$ cat config.mk
export PLATFORM = sky130hd
export DESIGN_NAME = url_percent_decoder
export DESIGN_NICKNAME = d
export VERILOG_FILES = /design/src/sv/upd_pkg.sv /design/src/sv/upd_front.sv /design/src/sv/upd_queue.sv /design/src/sv/upd_back.sv /design/src/sv/url_percent_decoder.sv
export VERILOG_INCLUDE_DIRS = /design/src /design/src/sv
export SDC_FILE = /design/constraint.sdc
export NUM_CORES = 1
export LEC_CHECK = 0
export BUFFER_PORTS_ARGS = -buffer_cell sky130_fd_sc_hd__buf_2
export CAP_MARGIN = 0
export CORE_ASPECT_RATIO = 2
export CORE_MARGIN = 5
export CORE_UTILIZATION = 35
export CTS_CLUSTER_DIAMETER = 40
export CTS_CLUSTER_SIZE = 12
export DETAILED_ROUTE_END_ITERATION = 10
export PLACE_DENSITY = 0.62
export SLEW_MARGIN = 15
export SYNTH_ARGS = -nofsm -noshare
export SYNTH_HDL_FRONTEND = slang
export SYNTH_SLANG_ARGS = --single-unit
$ cat constraint.sdc
create_clock -name i_clk -period 5.65 [get_ports i_clk]
set_input_delay 1.13 -clock i_clk [delete_from_list [all_inputs] [get_ports i_clk]]
set_output_delay 1.13 -clock i_clk [all_outputs]
set_load 0.05 [all_outputs]
$ cat src/sv/assert_macros.svh
// assertion macros shared by the url percent decoder modules
`ifndef ASSERT_MACROS_SVH
`define ASSERT_MACROS_SVH

// property checked on every rising clock edge outside reset
`define ASSERT_CLK(label, prop, msg) \
    label: assert property (@(posedge i_clk) disable iff (!i_rst_n) (prop)) else $error(msg);

// condition that must never be true outside reset
`define ASSERT_NEVER(label, cond, msg) \
    label: assert property (@(posedge i_clk) disable iff (!i_rst_n) !(cond)) else $error(msg);

`endif

$ cat src/sv/upd_pkg.sv
// shared types, character codes and hex helper for the url percent decoder
`timescale 1ns / 1ps

package upd_pkg;

    localparam logic [7:0] CH_PERCENT = 8'h25;
    localparam logic [7:0] CH_PLUS    = 8'h2B;
    localparam logic [7:0] CH_SPACE   = 8'h20;

    // byte count of one job, 1 to 3
    typedef logic [1:0] t_cnt;

    // output bytes caused by one input request
    typedef struct packed {
        logic [2:0][7:0] bytes;
        t_cnt            cnt;
        logic            last;
    } t_job;

    // {is_hex, digit value}
    function automatic logic [4:0] hex_decode(input logic [7:0] c);
        logic [7:0] t;
        logic       ok;
        t  = 8'h00;
        ok = 1'b0;
        if (c inside {[8'h30:8'h39]}) begin
            t  = c - 8'h30;
            ok = 1'b1;
        end else if (c inside {[8'h41:8'h46]}) begin
            t  = c - 8'h37;
            ok = 1'b1;
        end else if (c inside {[8'h61:8'h66]}) begin
            t  = c - 8'h57;
            ok = 1'b1;
        end
        return {ok, t[3:0]};
    endfunction

endpackage

$ cat src/sv/upd_front.sv
// front end: accepts encoded characters, tracks escapes and builds output jobs
`timescale 1ns / 1ps

module upd_front (
    input  logic          i_clk,
    input  logic          i_rst_n,
    input  logic          i_valid,
    input  logic [7:0]    i_byte,
    input  logic          i_last,
    input  logic          i_full,
    output logic          o_ready,
    output logic          o_push,
    output upd_pkg::t_job o_job
);

    typedef enum logic [2:0] {
        PH_IDLE = 3'b001,
        PH_PCT  = 3'b010,
        PH_DIG  = 3'b100
    } t_phase;

    t_phase     r_phase, n_phase;
    logic [7:0] r_first, n_first;
    logic       accept;
    logic [4:0] cur_hex;
    logic [4:0] first_hex;

    assign o_ready   = !i_full;
    assign accept    = i_valid && o_ready;
    assign cur_hex   = upd_pkg::hex_decode(i_byte);
    assign first_hex = upd_pkg::hex_decode(r_first);

    always_comb begin
        n_phase     = PH_IDLE;
        n_first     = r_first;
        o_job.bytes = '0;
        o_job.cnt   = 2'd0;
        o_job.last  = i_last;
        case (r_phase)
            PH_PCT: begin
                if (cur_hex[4] && !i_last) begin
                    n_first = i_byte;
                    n_phase = PH_DIG;
                end else begin
                    o_job.bytes[0] = upd_pkg::CH_PERCENT;
                    o_job.bytes[1] = i_byte;
                    o_job.cnt      = 2'd2;
                end
            end
            PH_DIG: begin
                if (cur_hex[4]) begin
                    o_job.bytes[0] = {first_hex[3:0], cur_hex[3:0]};
                    o_job.cnt      = 2'd1;
                end else begin
                    o_job.bytes[0] = upd_pkg::CH_PERCENT;
                    o_job.bytes[1] = r_first;
                    o_job.bytes[2] = i_byte;
                    o_job.cnt      = 2'd3;
                end
            end
            default: begin
                if (i_byte == upd_pkg::CH_PERCENT && !i_last) begin
                    n_phase = PH_PCT;
                end else if (i_byte == upd_pkg::CH_PLUS) begin
                    o_job.bytes[0] = upd_pkg::CH_SPACE;
                    o_job.cnt      = 2'd1;
                end else begin
                    o_job.bytes[0] = i_byte;
                    o_job.cnt      = 2'd1;
                end
            end
        endcase
    end

    assign o_push = accept && (o_job.cnt != 2'd0);

    always_ff @(posedge i_clk) begin
        if (!i_rst_n) begin
            r_phase <= PH_IDLE;
            r_first <= 8'h00;
        end else if (accept) begin
            r_phase <= n_phase;
            r_first <= n_first;
        end
    end

endmodule

$ cat src/sv/upd_queue.sv
// small job queue between front and back end
`timescale 1ns / 1ps
`include "assert_macros.svh"

module upd_queue #(
    parameter int DEPTH = 4
) (
    input  logic          i_clk,
    input  logic          i_rst_n,
    input  logic          i_push,
    input  upd_pkg::t_job i_job,
    input  logic          i_pop,
    output logic          o_full,
    output logic          o_empty,
    output upd_pkg::t_job o_head
);

    localparam int PW = (DEPTH > 1) ? $clog2(DEPTH) : 1;
    localparam int CW = $clog2(DEPTH + 1);
    localparam logic [PW-1:0] PTR_MAX = PW'(DEPTH - 1);
    localparam logic [CW-1:0] CNT_MAX = CW'(DEPTH);

    upd_pkg::t_job r_mem [DEPTH];
    logic [PW-1:0] r_wr, n_wr;
    logic [PW-1:0] r_rd, n_rd;
    logic [CW-1:0] r_cnt, n_cnt;

    assign o_full  = (r_cnt == CNT_MAX);
    assign o_empty = (r_cnt == '0);
    assign o_head  = r_mem[r_rd];

    always_comb begin
        n_wr  = r_wr;
        n_rd  = r_rd;
        n_cnt = r_cnt;
        if (i_push) begin
            n_wr = (r_wr == PTR_MAX) ? '0 : r_wr + 1'b1;
        end
        if (i_pop) begin
            n_rd = (r_rd == PTR_MAX) ? '0 : r_rd + 1'b1;
        end
        if (i_push && !i_pop) begin
            n_cnt = r_cnt + 1'b1;
        end else if (i_pop && !i_push) begin
            n_cnt = r_cnt - 1'b1;
        end
    end

    always_ff @(posedge i_clk) begin
        if (i_push) begin
            r_mem[r_wr] <= i_job;
        end
    end

    always_ff @(posedge i_clk) begin
        if (!i_rst_n) begin
            r_wr  <= '0;
            r_rd  <= '0;
            r_cnt <= '0;
        end else begin
            r_wr  <= n_wr;
            r_rd  <= n_rd;
            r_cnt <= n_cnt;
        end
    end

    `ASSERT_NEVER(a_no_overflow, i_push && o_full, "push into full job queue")
    `ASSERT_NEVER(a_no_underflow, i_pop && o_empty, "pop from empty job queue")
    `ASSERT_CLK(a_cnt_up, i_push && !i_pop |=> r_cnt == $past(r_cnt) + 1'b1, "queue count slip")

endmodule

$ cat src/sv/upd_back.sv
// back end: walks the bytes of the head job onto the output stream
`timescale 1ns / 1ps
`include "assert_macros.svh"

module upd_back (
    input  logic          i_clk,
    input  logic          i_rst_n,
    input  logic          i_empty,
    input  upd_pkg::t_job i_head,
    input  logic          i_ready,
    output logic          o_pop,
    output logic          o_valid,
    output logic [7:0]    o_byte,
    output logic          o_run_last,
    output logic          o_text_end
);

    logic [1:0] r_idx, n_idx;
    logic       take;

    assign o_valid    = !i_empty;
    assign o_run_last = (r_idx == i_head.cnt - 2'd1);
    assign o_text_end = o_run_last && i_head.last;
    assign take       = o_valid && i_ready;
    assign o_pop      = take && o_run_last;

    always_comb begin
        case (r_idx)
            2'd1:    o_byte = i_head.bytes[1];
            2'd2:    o_byte = i_head.bytes[2];
            default: o_byte = i_head.bytes[0];
        endcase
    end

    always_comb begin
        n_idx = r_idx;
        if (take) begin
            n_idx = o_run_last ? 2'd0 : r_idx + 2'd1;
        end
    end

    always_ff @(posedge i_clk) begin
        if (!i_rst_n) begin
            r_idx <= 2'd0;
        end else begin
            r_idx <= n_idx;
        end
    end

    `ASSERT_CLK(a_job_nonempty, !i_empty |-> i_head.cnt != 2'd0, "empty job in queue")
    `ASSERT_CLK(a_idx_in_job, !i_empty |-> r_idx < i_head.cnt, "byte index past job end")

endmodule

$ cat src/sv/url_percent_decoder.sv
// top level of the url percent decoder
`timescale 1ns / 1ps
// url percent decoder
// input stream: one encoded character per request, tlast on the final
// character of the text. output stream: one decoded byte per request,
// tlast on the last byte caused by one input character, tuser on the
// final byte of the decoded text.
// '+' becomes a space, '%' with two hex digits becomes one byte, bad
// escapes and escapes cut off by the end of the text pass through raw.
// a character that opens or continues an escape yields no output.
// throughput: one input character per cycle while the job queue is not
// full; the back end sends one byte per cycle while m_axis_tready is high,
// so a bad escape (two or three bytes) holds it while the job queue
// absorbs further input. a byte shows on the output in the cycle after
// its character is taken, when the queue was empty.
// s_axis_tready depends only on the queue fill, never on m_axis_tready;
// a stalled receiver fills the queue and then backs up the sender.
// reset clears escape state, queue and byte index; no stream is pending.

module url_percent_decoder #(
    parameter int QUEUE_DEPTH = 4
) (
    input  logic       i_clk,
    input  logic       i_rst_n,
    input  logic       s_axis_tvalid,
    output logic       s_axis_tready,
    input  logic [7:0] s_axis_tdata,   // [7:0] in_byte
    input  logic       s_axis_tlast,
    output logic       m_axis_tvalid,
    input  logic       m_axis_tready,
    output logic [7:0] m_axis_tdata,   // [7:0] out_byte
    output logic       m_axis_tlast,
    output logic       m_axis_tuser    // [0] text_end
);

    upd_pkg::t_job front_job;
    upd_pkg::t_job head_job;
    logic          push;
    logic          pop;
    logic          full;
    logic          empty;

    // classify characters and track the escape phase
    upd_front u_front (
        .i_clk   (i_clk),
        .i_rst_n (i_rst_n),
        .i_valid (s_axis_tvalid),
        .i_byte  (s_axis_tdata),
        .i_last  (s_axis_tlast),
        .i_full  (full),
        .o_ready (s_axis_tready),
        .o_push  (push),
        .o_job   (front_job)
    );

    // jobs waiting for the output side
    upd_queue #(
        .DEPTH (QUEUE_DEPTH)
    ) u_queue (
        .i_clk   (i_clk),
        .i_rst_n (i_rst_n),
        .i_push  (push),
        .i_job   (front_job),
        .i_pop   (pop),
        .o_full  (full),
        .o_empty (empty),
        .o_head  (head_job)
    );

    // serialize each job onto the output stream
    upd_back u_back (
        .i_clk      (i_clk),
        .i_rst_n    (i_rst_n),
        .i_empty    (empty),
        .i_head     (head_job),
        .i_ready    (m_axis_tready),
        .o_pop      (pop),
        .o_valid    (m_axis_tvalid),
        .o_byte     (m_axis_tdata),
        .o_run_last (m_axis_tlast),
        .o_text_end (m_axis_tuser)
    );

endmodule

**Word-level counts from Yosys, hierarchy flattened**

Memory sizes are Yosys's and may differ from the RTL's. A register that Yosys moved wholly into a read port is not among the register bits.
Cells that the tools add are included.

- Add/subtract/negate cells: 12
- $lt $le $gt $ge: 12
- Eq/ne operators: 10
- Multiplexer cells: 30
- Reductions and logical operators: 24

Operators with widths:

| operator | count |
|---|---|
| $ge A8 B7 Y1 const B | 4 |
| $le A8 B7 Y1 const B | 4 |
| $pmux W8 S2 | 2 |
| $mux W10 | 3 |
| $mux W4 | 6 |
| $pmux W10 S2 | 1 |
| $mux W18 | 1 |
| $eq A8 B6 Y1 const B | 2 |
| $ge A8 B6 Y1 const B | 2 |
| $le A8 B6 Y1 const B | 2 |
| $mux W16 | 1 |
| $sub A4 B3 Y4 const B | 4 |
| $logic_and A1 B1 Y1 | 15 |
| $mux W2 | 6 |
| $mux W3 | 3 |
| $mux W8 | 1 |
| $sub A4 B1 Y4 const B | 2 |
| $add A2 B1 Y2 const B | 3 |
| $eq A2 B2 Y1 const B | 3 |
| $eq A3 B3 Y1 const B | 2 |
| $pmux W3 S2 | 1 |
| $logic_not A1 Y1 | 5 |
| $mux W1 | 5 |
| $reduce_bool A2 Y1 | 2 |
| 8 further kinds | 8 |

- Register bits: 20
- Bits in writable memories: 108
- Memories: 1

Memory list:

| memory | depth | bits a word | read ports | clocked after Yosys merged registers in | write ports | RTL line | text |
|---|---|---|---|---|---|---|---|
| u_queue.r_mem | 4 | 27 | 1 | 1 | 1 | upd_queue.sv:23 | `upd_pkg::t_job r_mem [DEPTH];` |

**Logic depth before layout (Yosys ltp)**

- Depth in word-level cells: 14
- Depth in mapped cells: 13

**Hierarchy**

From an unflattened synthesis, not the netlist that was laid out.

- Cell total of the unflattened synthesis: 377
- Area, all modules: 5,893.2 sq um

By module, submodules not included:

| module | times used | cells each | area each (sq um) | seq. area each (sq um) |
|---|---|---|---|---|
| upd_queue | 1 | 185 | 4,401.7 | 3,423.3 |
| upd_front | 1 | 145 | 1,168.6 | 220.2 |
| upd_back | 1 | 47 | 322.8 | 40.0 |

**Worst setup path after synthesis**

OpenSTA, ideal clock, no wires.

- Path kind: reg2out
- From: register with a tool-made name
- To: output m_axis_tuser
- Data arrival time: 2.790 ns
- Data required time: 4.520 ns
- Path slack: 1.730 ns
- Stages on the path, launching flop included: 6
- Path through: dfxtp_1 > buf_2 > mux4_2 > xnor2_1 > mux2i_1 > and2_1

RTL lines:

| item | RTL line | text |
|---|---|---|
| end: declaration | url_percent_decoder.sv:33 | `output logic m_axis_tuser` |

==> qor.csv <==
metric,value,unit
numCtsBuffers,17,
clockRootBuffer,clkbuf_16,
tns,0,ps
stdcell_area,6690,µm²
synth_nets,407,
die_area,19200,µm²
cts_setup_buffers,0,
diodes,0,
yosysWarnings,0,
crit_path_end_kind,output port,
nets,440,
cts_hold_buf,0,
syn_area_per_cell,15.1,µm²
tightest_slew,1090,ps
crit_chain,"mux4_2, xnor2_1, mux2i_1, and2_1, buf_2",
seq_area_frac_synth,0.644,
critPathKind,register to output port,
synth.area.top_cells,"edfxtp_1 (57%), mux4_2 (11%), dfxtp_1 (7.7%)",
post_cts_resized,0,
drc,0,
synth.distinct_cells,49,
cp_max_fo,22,
hold_viol_final,0,
syn_area,5720,µm²
drt_iter0_drc,221,
peakVddDrop,0.219,mV
detail-route-antenna-nets,0,
cts.path.max_buffers,2,
syn2layout_area_growth,16.9,%
yosysTopAreaCellShare,0.567,
async_reset_ff_frac,0,
cp.required,4520,ps
arrival,2890,ps
rr_worst_depth,10,
die_w,100,µm
slew-limit-headroom,0.265,
grtUsageTotal,0.141,
clk_pin_slew,50,ps
synth_area_leader_cell,edfxtp_1,
grt-ovfl-total,0,
ios,25,
start_kind,register,
die_y,191,µm
drt-total-wl,12700,µm
hold_class,register to register,
synth_cells,378,
dr_total_vias,3369,
yosysMostFrequentCell,edfxtp_1,
drive_above_1_share,0.226,
h-tree-depth,4,
tritoncts,yes,
whs_path_depth,2,
rsz0062_at_grt,no,
skew,15.4,ps
first_global_vias,3518,
grt_pass1_wl,19600,µm
max_freq,249,MHz
synth_common_cells,"edfxtp_1 (108), nand2_1 (30), mux4_2 (27)",
synth-seq-cells,130,
rows,66,
finalWeightedCongestion,0.880,
setup_viol,0,
clkSinkCount,130,
start_util,0.354,
synth-edff-count,108,
place_area,6070,µm²
fillers,1523,
period_needed,4020,ps
routedWlPerCell,20.2,µm
hpwlAfterDp,8980,µm
slew_violations,0,
antenna_found_initial,0,
period_share,0.712,
ys.flop_type,edfxtp_1,
p_total,2940,µW
p_leak,0.00226,µW
via_per_inst,5.36,
slowest_delay,870,ps
drv_cap,0,
clkLatencyLatePin,420,ps
grt_start_max_net_pins,28,
status,finished clean,
drt-pass1-iter-count,5,
design.core.area,16200,µm²
portBuffers,24,
crit_slowest_cell,dfxtp_2,
power_density,440,nW/µm²
-- cells by family (layout without fill, tap and decap cells) --
group,after synthesis,in the layout,share of synthesized area
AO/OA/AOI/OAI,73,73,0.0875
XOR/XNOR,6,6,0.00918
adder cells (fa/ha/maj),16,16,0.0363
buffers and inverters,31,77,0.0243
flip-flops,130,130,0.644
multiplexers,34,34,0.119
AND/OR/NAND/NOR,88,88,0.0805
-- final timing paths --
path / from / endpoint / slack [ps]
worst min register to register: u_front.r_phase[1]$_SDFFE_PN0P_ / u_front.r_phase[1]$_SDFFE_PN0P_ / 490
worst max-delay path: register / m_axis_tuser / 1630
worst min-delay path: u_front.r_phase[1]$_SDFFE_PN0P_ / u_front.r_phase[1]$_SDFFE_PN0P_ / 490
worst max register to register: register / u_queue.r_cnt[2]$_SDFFE_PN0P_ / 2260
-- per-stage QoR --
step | setup WS [ps] | utilization | std cells | hold slack, ps
finish | 1630 | 0.413 | 628 | 487
floorplan | 1730 | - | 378 | 436
global route | 1400 | 0.413 | 628 | 521
global placement | 1700 | 0.375 | 596 | 464
CTS | 1500 | 0.413 | 628 | 490
detailed placement | 1690 | 0.375 | 596 | 483
-- power by group --
part | switching (µW) | total, µW | internal [µW]
sequential | 66.4 | 1210 | 1140
clock | 396 | 1130 | 733
combinational | 381 | 607 | 226
total | 843 | 2940 | 2100
-- metal layers --
layer  track usage  wire length (µm)  vias to the layer above
met5             0                 0                        -
met4        0.0789               435                        0
met3        0.0297               535                       28
met2         0.267              7260                       99
met1         0.138              4420                     1700
li1              -                 -                     1542
-- final cells by class --
| type | instances | area (µm²) | area share |
|---|---|---|---|
| multi-input cells | 217 | 1900 | 0.284 |
| inverters | 12 | 45.0 | 0.00673 |
| flip-flops and latches | 130 | 3680 | 0.551 |
| well taps | 204 | 255 | 0.0382 |
| repair buffers | 33 | 188 | 0.0281 |
| clock buffers | 17 | 425 | 0.0636 |
| clock inverters | 15 | 191 | 0.0286 |
-- cell usage in the layout (no fill, tap or decap), types with 2 or more instances in the layout --
cell        Yosys  routed
o31ai_1         2       2
mux4_2         27      27
a211o_1         2       2
inv_1          12      12
mux2i_1         7       7
a22o_1          9       9
buf_2           5      24
xor2_1          2       2
ha_1           15      15
xnor2_1         4       4
nand3_1        11      11
nor2b_1         2       2
a21o_1          3       3
a22oi_1         8       8
a21oi_1         8       8
clkinv_1        0       2
nand2b_1        5       5
edfxtp_1      108     108
a31oi_1         3       3
nor2_1          9       9
buf_4           0       9
clkinv_4        0       3
and2_1         12      12
o21bai_1        2       2
nor3_1          2       2
nor4_1          3       3
clkinv_2        0       3
o21ai_0        23      23
dfxtp_1        22      21
o211ai_1        2       2
or3_1           5       5
clkinvlp_4      0       3
o22ai_1         2       2
or3b_2          2       2
nor3b_1         2       2
nand2_1        30      30
clkbuf_16       0      17
bufinv_16       0       4
-- registers in the layout, summed over array words and instances (netlist names), named ones only --
signal	cells
u_front.r_phase	3
u_queue.r_cnt	3
u_back.r_idx	2
u_queue.r_rd	2
u_queue.r_mem	108
u_queue.r_wr	2
u_front.r_first	8
-- worst max-delay path: cells and delay by family, from the launching register on --
kind,cells,cell delay [ps]
muxes,2,980
DFF,1,870
buffers and inverters,1,250
xor gates and xnor gates,1,200
and+or+nand+nor,1,180
(Power assumes the default switching activity.)
